--- src/design/cchs_pkg.sv ---
// Shared types, constants and the CRC32C step function for the chained hash set.
package cchs_pkg;

   localparam int MAX_BUCKETS_DEF = 1024;
   localparam int POOL_NODES_DEF  = 1024;
   localparam logic [31:0] CRC_INIT = 32'hFFFF_FFFF;
   localparam logic [31:0] CRC_POLY = 32'h82F6_3B78;
   localparam logic [10:0] BUCKET_COUNT_RESET = 11'd1024;
   localparam int CFG_BUCKET_COUNT = 0;
   localparam int CRC_BITS_PER_STEP = 8;
   localparam int COUNT_W = 11;
   localparam int BIDX_W = 10;

   typedef enum logic [0:0] {
      OP_INSERT = 1'b0,
      OP_QUERY  = 1'b1
   } op_type;

   typedef enum logic [3:0] {
      ST_IDLE,
      ST_CRC,
      ST_MOD,
      ST_HEAD_RD,
      ST_HEAD_WAIT,
      ST_DECIDE,
      ST_NODE_RD,
      ST_NODE_WAIT,
      ST_NODE_CMP,
      ST_INS_WR,
      ST_DONE
   } state_type;

   typedef struct packed {
      logic load;
      logic crc_step;
      logic mod_start;
      logic head_rd;
      logic node_rd;
      logic follow;
      logic ins_wr;
      logic set_ok;
      logic clr_ok;
      logic rsp_load;
   } cmd_type;

   typedef struct packed {
      logic crc_last;
      logic mod_done;
      logic op_query;
      logic cur_null;
      logic key_match;
      logic walk_limit;
      logic pool_full;
   } sts_type;

   // Eight reflected CRC32C bit steps on the low byte of the running value.
   function automatic logic [31:0] crc_byte(input logic [31:0] crc, input logic [7:0] b);
      logic [31:0] v;
      v = crc ^ {24'd0, b};
      for (int i = 0; i < 8; i++) begin
         v = (v >> 1) ^ (v[0] ? CRC_POLY : 32'd0);
      end
      return v;
   endfunction

endpackage

--- src/design/cchs_ctrl.sv ---
// Sequencer for the chained hash set: hash, reduce, head lookup, walk or insert.
module cchs_ctrl (
   input  logic                clock,
   input  logic                reset,
   input  logic                req_valid,
   output logic                req_stall,
   output logic                rsp_valid,
   input  logic                rsp_stall,
   input  cchs_pkg::sts_type   sts,
   output cchs_pkg::cmd_type   cmd
);

   cchs_pkg::state_type state_ff, state_in;
   logic rsp_valid_ff, rsp_valid_in;

   always_ff @(posedge clock) begin
      if (reset) begin
         state_ff <= cchs_pkg::ST_IDLE;
         rsp_valid_ff <= 1'b0;
      end else begin
         state_ff <= state_in;
         rsp_valid_ff <= rsp_valid_in;
      end
   end

   assign rsp_valid = rsp_valid_ff;
   assign req_stall = (state_ff != cchs_pkg::ST_IDLE);

   always_comb begin
      state_in = state_ff;
      cmd = '0;
      rsp_valid_in = rsp_valid_ff && rsp_stall;
      case (state_ff)
         cchs_pkg::ST_IDLE: begin
            if (req_valid) begin
               cmd.load = 1'b1;
               state_in = cchs_pkg::ST_CRC;
            end
         end
         cchs_pkg::ST_CRC: begin
            cmd.crc_step = 1'b1;
            if (sts.crc_last) begin
               cmd.mod_start = 1'b1;
               state_in = cchs_pkg::ST_MOD;
            end
         end
         cchs_pkg::ST_MOD: begin
            if (sts.mod_done) state_in = cchs_pkg::ST_HEAD_RD;
         end
         cchs_pkg::ST_HEAD_RD: begin
            cmd.head_rd = 1'b1;
            state_in = cchs_pkg::ST_HEAD_WAIT;
         end
         cchs_pkg::ST_HEAD_WAIT: begin
            cmd.clr_ok = 1'b1;
            state_in = cchs_pkg::ST_DECIDE;
         end
         cchs_pkg::ST_DECIDE: begin
            if (!sts.op_query) begin
               if (sts.pool_full) state_in = cchs_pkg::ST_DONE;
               else state_in = cchs_pkg::ST_INS_WR;
            end else if (sts.cur_null || sts.walk_limit) begin
               state_in = cchs_pkg::ST_DONE;
            end else begin
               state_in = cchs_pkg::ST_NODE_RD;
            end
         end
         cchs_pkg::ST_NODE_RD: begin
            cmd.node_rd = 1'b1;
            state_in = cchs_pkg::ST_NODE_WAIT;
         end
         cchs_pkg::ST_NODE_WAIT: begin
            state_in = cchs_pkg::ST_NODE_CMP;
         end
         cchs_pkg::ST_NODE_CMP: begin
            if (sts.key_match) begin
               cmd.set_ok = 1'b1;
               state_in = cchs_pkg::ST_DONE;
            end else begin
               cmd.follow = 1'b1;
               state_in = cchs_pkg::ST_DECIDE;
            end
         end
         cchs_pkg::ST_INS_WR: begin
            cmd.ins_wr = 1'b1;
            cmd.set_ok = 1'b1;
            state_in = cchs_pkg::ST_DONE;
         end
         cchs_pkg::ST_DONE: begin
            // hold until the output register is free
            if (!rsp_valid_ff || !rsp_stall) begin
               cmd.rsp_load = 1'b1;
               rsp_valid_in = 1'b1;
               state_in = cchs_pkg::ST_IDLE;
            end
         end
         default: state_in = cchs_pkg::ST_IDLE;
      endcase
   end

endmodule

--- config.mk ---
export PLATFORM = sky130hd
export DESIGN_NAME = cchs_ctrl
export DESIGN_NICKNAME = d
export VERILOG_FILES = /design/src/design/cchs_pkg.sv /design/src/design/cchs_ctrl.sv
export SDC_FILE = /design/constraint.sdc
export NUM_CORES = 1
export LEC_CHECK = 0
export CORE_MARGIN = 1.5
export CORE_UTILIZATION = 35
export CTS_CLUSTER_SIZE = 8
export DETAILED_ROUTE_END_ITERATION = 6
export DONT_BUFFER_PORTS = 1
export HOLD_SLACK_MARGIN = 0.03
export PLACE_DENSITY = 0.57
export SYNTH_ARGS = -nofsm -noshare
export SYNTH_HDL_FRONTEND = slang
export SYNTH_SLANG_ARGS = --single-unit
export TNS_END_PERCENT = 100
--- constraint.sdc ---
create_clock -name clock -period 2.5 [get_ports clock]
set_clock_uncertainty 0.2 [all_clocks]
set_input_delay 0.375 -clock clock [delete_from_list [all_inputs] [get_ports clock]]
set_output_delay 0.375 -clock clock [all_outputs]
set_load 0.01 [all_outputs]
==> flow_metrics.tcl, run 1 <==
set metrics [dict create \
    status "complete, no violations" \
    htreeDepth 1 \
    syn_area_um2 472 \
    ctsLongestPathBuffers 2 \
    synth-seq-cells 5 \
    vias 409 \
    synth-seq-area-share_pct 21.2 \
    die_h_um 39.7 \
    combPwrFrac_pct 30.9 \
    internal_power_w 0.000192 \
    cp_max_fo 11 \
    fin_setup_tns_ns 0 \
    cp_cell_sequence "or4bb_1 -> a21oi_1" \
    die_w_um 39.7 \
    ir_drop_mv 0.259 \
    pwr-share-clk_pct 30.5 \
    fin_crit_sh_pct 88.0 \
    ant_nets 0 \
    placement.io_buffers 0 \
    grt-ovfl-total 0 \
    power_frac_seq_pct 38.6 \
    viasPerCell 5.60 \
    syn_inst 57 \
    rsz0062_at_grt "no" \
    grt_start_max_net_pins 16 \
    clock.fmax_mhz 454 \
    pwr_density_cell_nw_per_um2 606 \
    routedWlPerCell_um 13.2 \
    p_sw_w 0.0000981 \
    areaGrowthSynthToFinish_pct 1.59 \
    post-route-drc-count 0 \
    clock-sinks 5 \
    arrival_ns 1.63 \
    maxCapViolations 0 \
    clk_latency_ns 0.23 \
    max_stage_delay_ns 0.59 \
    grt_pass1_vias 289 \
    drive_above_1_share_pct 22.4 \
    finalSetupViolCount 0 \
    seqCellArea_um2 100 \
    power_leakage_nw 0.164 \
    fin_util_pct 37.3 \
    clockRootBuffer "clkbuf_4" \
    crit_type "reg2out" \
    die_area_um2 1580 \
    fill_cells 149 \
    fin_nets 70 \
    drv_slew 0 \
    hp-class "in2reg" \
    cts_buffers 3 \
    coreArea_um2 1280 \
    worst_setup_path_start_kind "flop" \
    cts_tree "built" \
    diodes 0 \
    period_needed_ns 2.20 \
    rows 13 \
    multi_input_area_um2 320 \
    hpwl_um 735 \
    cpMaxStageDelayCell "or4bb_1" \
    switching_share_pct 33.8 \
    clk_pin_slew_ns 0.04 \
    drtIter0Drc 18 \
    grt.total_usage_pct 11.9 \
    slew_headroom_pct 65.9 \
    io_pins 23 \
    worstMarginPinSlew_ns 0.510 \
    yosysUniqueCellTypes 30 \
    grt_pass1_wl_mm 1.19 \
    postSynthAreaPerCell_um2 8.28 \
    hold_viol 0 \
    yosys_warnings 0 \
    syn-num-nets 68 \
    drt_pass1_iterations 4 \
    wl_um 966 \
    endpoint_kind "output port" \
    required_ns 1.92 \
    gp_congestion 0.745 \
    antenna_found_initial 0 \
    initial_core_util_pct 36.7 \
]
-- repair_timing --
item | in CTS | in global routing
resized for setup | 0 | 0
hold endpoints to repair | 4 | 0
hold buffers | 1 | 0
setup endpoints to repair | 0 | 0
setup buffers | 0 | 0
-- layout make-up --
type,instances,share of cell area [%]
multi-input combinational,47,66.8
timing repair buffer,1,2.09
tap,15,3.92
sequential,5,20.9
inverter,1,0.783
clock buffer,4,5.48
-- synth_stat cells, drive strengths merged --
| master | n | area share [%] |
|---|---|---|
| nand2 | 3 | 2.4 |
| nor2b | 1 | 1.3 |
| nand2b | 3 | 4.5 |
| or3b | 1 | 1.9 |
| o22a | 1 | 2.1 |
| a211oi | 1 | 1.6 |
| or4bb | 1 | 2.4 |
| nor3b | 1 | 1.6 |
| nor2 | 12 | 9.5 |
| or2b | 2 | 3.7 |
| a21boi | 1 | 1.6 |
| nor4 | 4 | 9.8 |
| clkbuf | 1 | 2.9 |
| mux2 | 1 | 2.4 |
| o32ai | 1 | 3.4 |
| and3 | 2 | 2.7 |
| o31a | 1 | 1.9 |
| inv | 1 | 0.79 |
| a31oi | 1 | 1.3 |
| o32a | 1 | 2.1 |
| buf | 3 | 7.2 |
| and2b | 1 | 1.9 |
| a21oi | 3 | 3.2 |
| nor3 | 3 | 3.2 |
| dfxtp | 5 | 21 |
| nand3b | 1 | 1.6 |
| a32oi | 1 | 1.9 |
-- critical path: cells and delay by family (launching register included) --
family	cells	cell delay [ns]
flip-flops	1	0.53
AO/OA/AOI/OAI	1	0.27
AND/OR/NAND/NOR	1	0.59
-- power groups by stage --
| stage | logic [W] | clock network, W | registers, W |
|---|---|---|---|
| 2_1_floorplan | 0.000106 | 0 | 0.0000956 |
| 3_5_place_dp | 0.0000888 | 0 | 0.000113 |
| 4_1_cts | 0.0000911 | 0.0000931 | 0.000112 |
| 5_1_grt | 0.0000996 | 0.0000990 | 0.000115 |
| 6_report | 0.0000898 | 0.0000885 | 0.000112 |
| 3_3_place_gp | 0.0000891 | 0 | 0.000113 |
-- layout by cell type, fill, tap and decap left out --
cell type,netlist,routed
o31a_1,1,1
clkbuf_4,0,3
mux2_2,1,1
and3_1,2,2
o22a_2,1,1
clkbuf_1,0,1
or2b_2,2,2
nor3b_1,1,1
nor4_2,1,1
nand3b_1,1,1
nand2b_1,2,2
nand2b_2,1,1
nor4_1,2,2
a21oi_1,3,3
or3b_2,1,1
nor3_1,3,3
o32a_1,1,1
a31oi_1,1,1
dfxtp_1,5,5
a32oi_1,1,1
or4bb_1,1,1
nor4_4,1,1
a211oi_1,1,1
and2b_2,1,1
nor2b_1,1,1
nor2_1,12,12
o32ai_2,1,1
inv_1,1,1
dlygate4sd3_1,0,1
a21boi_0,1,1
nand2_1,3,3
-- sequential cells by signal, summed over array words and instances (netlist names) --
| name | count |
|---|---|
| state_ff | 4 |
| rsp_valid | 1 |
-- worst paths after layout --
path / from / end / slack, ns / depth (start not counted)
hold / removal: reset / state_ff[1] / 0.10 / 2
hold reg to reg: rsp_valid / rsp_valid / 0.38 / 2
setup / recovery: state_ff[3] / cmd[0] / 0.30 / 2
setup reg to reg: state_ff[0] / state_ff[0] / 0.66 / 4
-- routing by layer --
metal | up-vias | wire, µm | track usage, %
met4 | 0 | 5 | 10.3
met2 | 12 | 495 | 16.8
met3 | 2 | 69 | 2.84
li1 | 211 | - | -
met1 | 184 | 396 | 14.8
met5 | - | 0 | 0
-- through the flow --
| stage | area (µm²) | hold WS [ns] | setup slack (ns) | power [W] | cells |
|---|---|---|---|---|---|
| after floorplan | 472 | 0.244 | 0.819 | 0.000202 | 57 |
| after global placement | 443 | 0.248 | 0.598 | 0.000202 | 68 |
| after detailed placement | 443 | 0.249 | 0.560 | 0.000202 | 68 |
| after CTS | 479 | 0.0940 | 0.295 | 0.000296 | 73 |
| after global routing | 479 | 0.103 | 0.228 | 0.000313 | 73 |
| final | 479 | 0.103 | 0.299 | 0.000291 | 73 |
-- kinds of logic after synthesis --
group	count (synthesis)	share of synthesized area [%]
buf+inv	5	10.9
compound gates	11	19.1
mux	1	2.39
simple gates	35	46.4
flops	5	21.2
(Power assumes the default switching activity.)
==> inputs of run 2 (changes only) <==
--- a/config.mk
+++ b/config.mk
@@ -12,6 +12,7 @@
 export DONT_BUFFER_PORTS = 1
 export HOLD_SLACK_MARGIN = 0.03
 export PLACE_DENSITY = 0.57
+export RECOVER_POWER = 50
 export SYNTH_ARGS = -nofsm -noshare
 export SYNTH_HDL_FRONTEND = slang
 export SYNTH_SLANG_ARGS = --single-unit
==> run 2 against run 1 <==
Sequential share of layout area increased by 0.33 points. Hold slack about the same. Sequential power barely moved. Cell area down 1.6%. Register-to-register slack hardly changed. Utilization fell by 0.58 points. Largest power group unchanged. Die area unchanged. Critical endpoint unchanged. Global-route usage did not move.
==> flow_metrics.tcl, run 2 (synthesis gave the netlist of run 1 again) <==
set metrics [dict create \
    clk_latency_ns 0.23 \
    cp_max_fo 11 \
    arrival_ns 1.61 \
    pwr-share-clk_pct 30.5 \
    final_cell_mix "nor2_1 (12), dfxtp_1 (5)" \
    drt_pass1_iterations 4 \
    htreeDepth 1 \
    vias 415 \
    grt-ovfl-total 0 \
    internal_power_w 0.000192 \
    grt_pass1_wl_mm 1.19 \
    cp-startpoint "state_ff[3]" \
    coreArea_um2 1280 \
    post-route-drc-count 0 \
    endpoint_kind "output port" \
    regToRegSetupSlack_ns 0.66 \
    drtIter0Drc 16 \
    reg2reg_depth 4 \
    pwr_density_cell_nw_per_um2 614 \
    routedWlPerCell_um 13.3 \
    place_area_um2 443 \
    areaGrowthSynthToFinish_pct 0 \
    layout_commonest_cell "nor2_1" \
    finalSetupViolCount 0 \
    final_area_um2 472 \
    drv_slew 0 \
    io_pins 23 \
    placement.io_buffers 0 \
    initial_core_util_pct 36.7 \
    ctsLongestPathBuffers 2 \
    p_sw_w 0.0000975 \
    grt.total_usage_pct 11.9 \
    combPwrFrac_pct 30.9 \
    drive_above_1_share_pct 20.7 \
    top_register "state_ff" \
    crit_type "reg2out" \
    period_needed_ns 2.18 \
    clk_pin_slew_ns 0.04 \
    worst_setup_path_start_kind "flop" \
    gp_congestion 0.745 \
    fill_cells 149 \
    fin_nets 70 \
    r2r_start "state_ff[0]" \
    clock.fmax_mhz 458 \
    hp-class "in2reg" \
    worstMarginPinSlew_ns 0.510 \
    required_ns 1.92 \
    diodes 0 \
    hpwl_um 735 \
    largest_reg_flops 4 \
    wl_um 968 \
    maxCapViolations 0 \
    rows 13 \
    rsz0062_at_grt "no" \
    fin_setup_tns_ns 0 \
    power_frac_seq_pct 38.6 \
    antenna_found_initial 0 \
    cts_buffers 3 \
    fin_crit_sh_pct 87.4 \
    ant_nets 0 \
    status "complete, no violations" \
    grt_start_max_net_pins 16 \
    hold_viol 0 \
    die_area_um2 1580 \
    die_h_um 39.7 \
    grt_pass1_vias 289 \
    viasPerCell 5.68 \
    cts_tree "built" \
    die_w_um 39.7 \
    clock-sinks 5 \
    reg2reg_to "state_ff[0]" \
    switching_share_pct 33.6 \
    ir_drop_mv 0.259 \
    clockRootBuffer "clkbuf_4" \
    power_leakage_nw 0.163 \
    endpoint "cmd[0]" \
    slew_headroom_pct 66.0 \
]
==> run 2: per-stage QoR <==
| stage | total power (W) | setup slack (ns) | std cells | util (%) | hold WS, ns |
|---|---|---|---|---|---|
| 2_1_floorplan | 0.000202 | 0.819 | 57 | - | 0.244 |
| 3_3_place_gp | 0.000202 | 0.598 | 68 | 34.5 | 0.248 |
| 3_5_place_dp | 0.000202 | 0.560 | 68 | 34.5 | 0.249 |
| 4_1_cts | 0.000296 | 0.295 | 73 | 37.3 | 0.0940 |
| 5_1_grt | 0.000313 | 0.242 | 73 | 36.7 | 0.103 |
| 6_report | 0.000290 | 0.315 | 73 | 36.7 | 0.102 |
==> run 2: area by class of cell <==
cell class	count	area [µm²]	share of cell area [%]
multi-input combinational	47	313	66.3
timing repair buffer	1	10.0	2.12
tap	15	18.8	3.98
inverter	1	3.75	0.796
clock buffer	4	26.3	5.57
sequential	5	100	21.2
==> run 2: how the worst min path moves through the flow <==
stage                             end  slack, ns  startpoint  cells after the start
final                     state_ff[1]       0.10       reset                      2
after global routing      state_ff[1]       0.10       reset                      2
after CTS                 state_ff[1]       0.09       reset                      2
after detailed placement  state_ff[2]       0.25       reset                      1
after global placement    state_ff[2]       0.25       reset                      1
after floorplan             rsp_valid       0.24       reset                      1
==> run 2: critical path, cell delays in order (launching register included) <==
cell     delay, ns
dfxtp_1       0.53
or4bb_1       0.58
a21oi_1       0.27
==> run 2: power groups by stage <==
stage	Sequential [W]	Clock [W]	Combinational, W
2_1_floorplan	0.0000956	0	0.000106
3_3_place_gp	0.000113	0	0.0000891
3_5_place_dp	0.000113	0	0.0000888
4_1_cts	0.000112	0.0000931	0.0000911
5_1_grt	0.000115	0.0000990	0.0000991
6_report	0.000112	0.0000884	0.0000894
==> run 2: per-layer routing <==
layer | wire (µm) | track usage (%)
met4 | 5 | 10.3
met5 | 0 | 0
met2 | 505 | 16.8
met1 | 372 | 14.8
met3 | 85 | 2.84
==> run 2: repair_timing <==
item,in CTS,in global routing
resized for setup,0,0
setup buffers,0,0
hold buffers,1,0
endpoints found under the hold margin,4,0
==> inputs of run 3 (changes only) <==
--- a/config.mk
+++ b/config.mk
@@ -5,13 +5,14 @@
 export SDC_FILE = /design/constraint.sdc
 export NUM_CORES = 1
 export LEC_CHECK = 0
-export CORE_MARGIN = 1.5
-export CORE_UTILIZATION = 35
+export ABC_AREA = 1
+export CORE_AREA = 2 2 39 41
 export CTS_CLUSTER_SIZE = 8
 export DETAILED_ROUTE_END_ITERATION = 6
+export DIE_AREA = 0 0 41 43
 export DONT_BUFFER_PORTS = 1
 export HOLD_SLACK_MARGIN = 0.03
-export PLACE_DENSITY = 0.57
+export PLACE_DENSITY = 0.54
 export RECOVER_POWER = 50
 export SYNTH_ARGS = -nofsm -noshare
 export SYNTH_HDL_FRONTEND = slang
==> run 3 against run 2 <==
Global-route usage increased by 2.6 points. Largest power group is now combinational logic. Sequential power increased by 9%. Via count increased by 11%. Highest routed layer unchanged.
==> flow_metrics.tcl, run 3 <==
set metrics [dict create \
    status "complete, no violations" \
    synth_top_cell_by_area "dfxtp_1" \
    viasPerCell 4.66 \
    ant_nets 0 \
    routedWlPerCell_um 10.3 \
    arrival_ns 1.30 \
    rows 14 \
    synthTopCellsByCount "nand2_1 (21), nor2_1 (14), inv_1 (10)" \
    yosysMostFrequentCell "nand2_1" \
    worst_setup_path_start_kind "flop" \
    post-route-drc-count 0 \
    hp-class "in2reg" \
    diodes 0 \
    cts_resized 0 \
    fin_util_pct 35.0 \
    grt_pass1_vias 400 \
    initial_core_util_pct 31.5 \
    finalSetupViolCount 0 \
    cpMaxStageDelayCell "dfxtp_1" \
    vias 461 \
    die_w_um 41 \
    pwr_density_cell_nw_per_um2 960 \
    grt.total_usage_pct 14.6 \
    grt_pass1_wl_mm 1.67 \
    synth_top_family_by_area "simple AND/OR/NAND/NOR gates" \
    gp_congestion 0.763 \
    grt-ovfl-total 0 \
    die_area_um2 1760 \
    yosys.area_share.adder_pct 0 \
    clockRootBuffer "clkbuf_4" \
    drive_above_1_share_pct 14.5 \
    io_pins 23 \
    top_register "state_ff" \
    synth_edf_count 0 \
    htreeDepth 1 \
    antenna_found_initial 0 \
    placement.io_buffers 0 \
    pwr-share-clk_pct 20.6 \
    combPwrFrac_pct 53.1 \
    synth-seq-cells 5 \
    wl_mm 1.02 \
    syn_area_um2 435 \
    drt_pass1_iterations 4 \
    die_h_um 43 \
    rsz0062_at_grt "no" \
    layout_commonest_cell "nand2_1" \
    synthXorXnorAreaFrac_pct 0 \
    cts_tree "built" \
    required_ns 1.92 \
    fin_nets 95 \
    yosysUniqueCellTypes 17 \
    cp_cell_sequence "inv_1 -> nor2_1 -> nand2_1 -> nor2_1" \
    grt_start_max_net_pins 6 \
    post_cts_buffers 0 \
    max_stage_delay_ns 0.39 \
    hold_viol 0 \
    ctsLongestPathBuffers 2 \
    maxCapViolations 0 \
    fin_crit_sh_pct 75.1 \
    slew_headroom_pct 76.5 \
    cts_buffers 3 \
    power_frac_seq_pct 26.2 \
    power_leakage_nw 0.247 \
    largest_reg_flops 4 \
    clk_pin_slew_ns 0.05 \
    crit_top_cell "nor2_1" \
    period_needed_ns 1.88 \
    areaGrowthSynthToFinish_pct 11.2 \
    clk_latency_ns 0.25 \
    syn-num-nets 89 \
    yosys_warnings 0 \
    clock.fmax_mhz 533 \
    endpoint_kind "output port" \
    synth-seq-area-share_pct 23.0 \
    async_flop_share_pct 0 \
    synth_ff_type "dfxtp_1" \
    switching_share_pct 50.3 \
    final_cell_mix "nand2_1 (21), nor2_1 (17), inv_1 (12)" \
    cp_max_fo 5 \
    synthMuxAreaShare_pct 0 \
    drtIter0Drc 12 \
    clock-sinks 5 \
    p_sw_w 0.000234 \
    internal_power_w 0.000231 \
    ir_drop_mv 0.337 \
    synth.area.top_cells "dfxtp_1 (23%), nand2_1 (18%), nor2_1 (12%)" \
    hpwl_um 872 \
    yosys.area_share.simple_pct 59.8 \
    worstMarginPinSlew_ns 0.349 \
    fin_setup_tns_ns 0 \
    coreArea_um2 1380 \
    syn_inst 78 \
    drv_slew 0 \
    synth_compound_area_share_pct 6.03 \
    crit_type "reg2out" \
    postSynthAreaPerCell_um2 5.58 \
    synth.top_cell.area_share_pct 23.0 \
]
## run 3: changes by cell type in the layout (fill, tap and decap cells not counted), sizes merged, moves of 2 or more
cell,previous run,this run
nand2,3,22
inv,1,13
nor2,12,21
nand3,0,8
nor4,4,0
nand2b,3,0
and3,2,0
or2b,2,0
## run 3: routing by layer
| layer | global-route usage (%) | share of wire (%) | routed length (µm) |
|---|---|---|---|
| met5 | 0 | 0 | 0 |
| met3 | 6.28 | 8.3 | 84 |
| met2 | 18.8 | 47 | 482 |
| met1 | 19.7 | 42 | 428 |
| met4 | 8.00 | 2.1 | 21 |
## run 3: critical path: cells and delay by family (launching register included)
kind	cells	cell delay [ns]
DFF	1	0.39
buffers and inverters	1	0.14
and+or+nand+nor	3	0.53
## run 3: power by group through the flow
stage	sequential [W]	clock, W	combinational [W]
after global routing	0.000124	0.000107	0.000286
after detailed placement	0.000129	0	0.000255
after CTS	0.000128	0.0000996	0.000258
final	0.000122	0.0000960	0.000247
after floorplan	0.000124	0	0.000216
after global placement	0.000130	0	0.000260
## run 3: cell type report
class                      count  area [µm²]
tap                           16        20.0
clock buffer                   4        26.3
fill                         162         900
multi-input combinational     60         279
sequential                     5         100
inverter                      13        48.8
timing repair buffer           1        10.0
## run 3: repair_timing
action                     in CTS  in global routing
setup endpoints to repair       0                  0
hold endpoints to repair        4                  0
hold buffers                    1                  0
## run 3: stage by stage
stage | instance area (µm²) | setup WS, ns | hold WS (ns) | cells | power [W]
6_report | 484 | 0.622 | 0.0612 | 99 | 0.000465
5_1_grt | 484 | 0.435 | 0.0581 | 99 | 0.000518
4_1_cts | 492 | 0.638 | 0.0553 | 99 | 0.000485
3_5_place_dp | 455 | 0.917 | 0.249 | 94 | 0.000384
3_3_place_gp | 455 | 0.934 | 0.247 | 94 | 0.000391
2_1_floorplan | 435 | 1.01 | 0.244 | 78 | 0.000340
## run 3: cells by family (layout without fill, tap and decap cells)
group,after synthesis,count (layout)
AOI/OAI and AO/OA,5,5
buffers and inverters,13,18
DFF,5,5
and+or+nand+nor,55,55
## run 3: worst paths after layout
check / startpoint / end / slack (ns) / cells past startpoint
setup reg to reg: state_ff[1] / state_ff[0] / 1.01 / 7
hold reg to reg: rsp_valid / rsp_valid / 0.33 / 2
setup / recovery: state_ff[1] / cmd[0] / 0.62 / 4
hold / removal: reset / state_ff[3] / 0.06 / 3
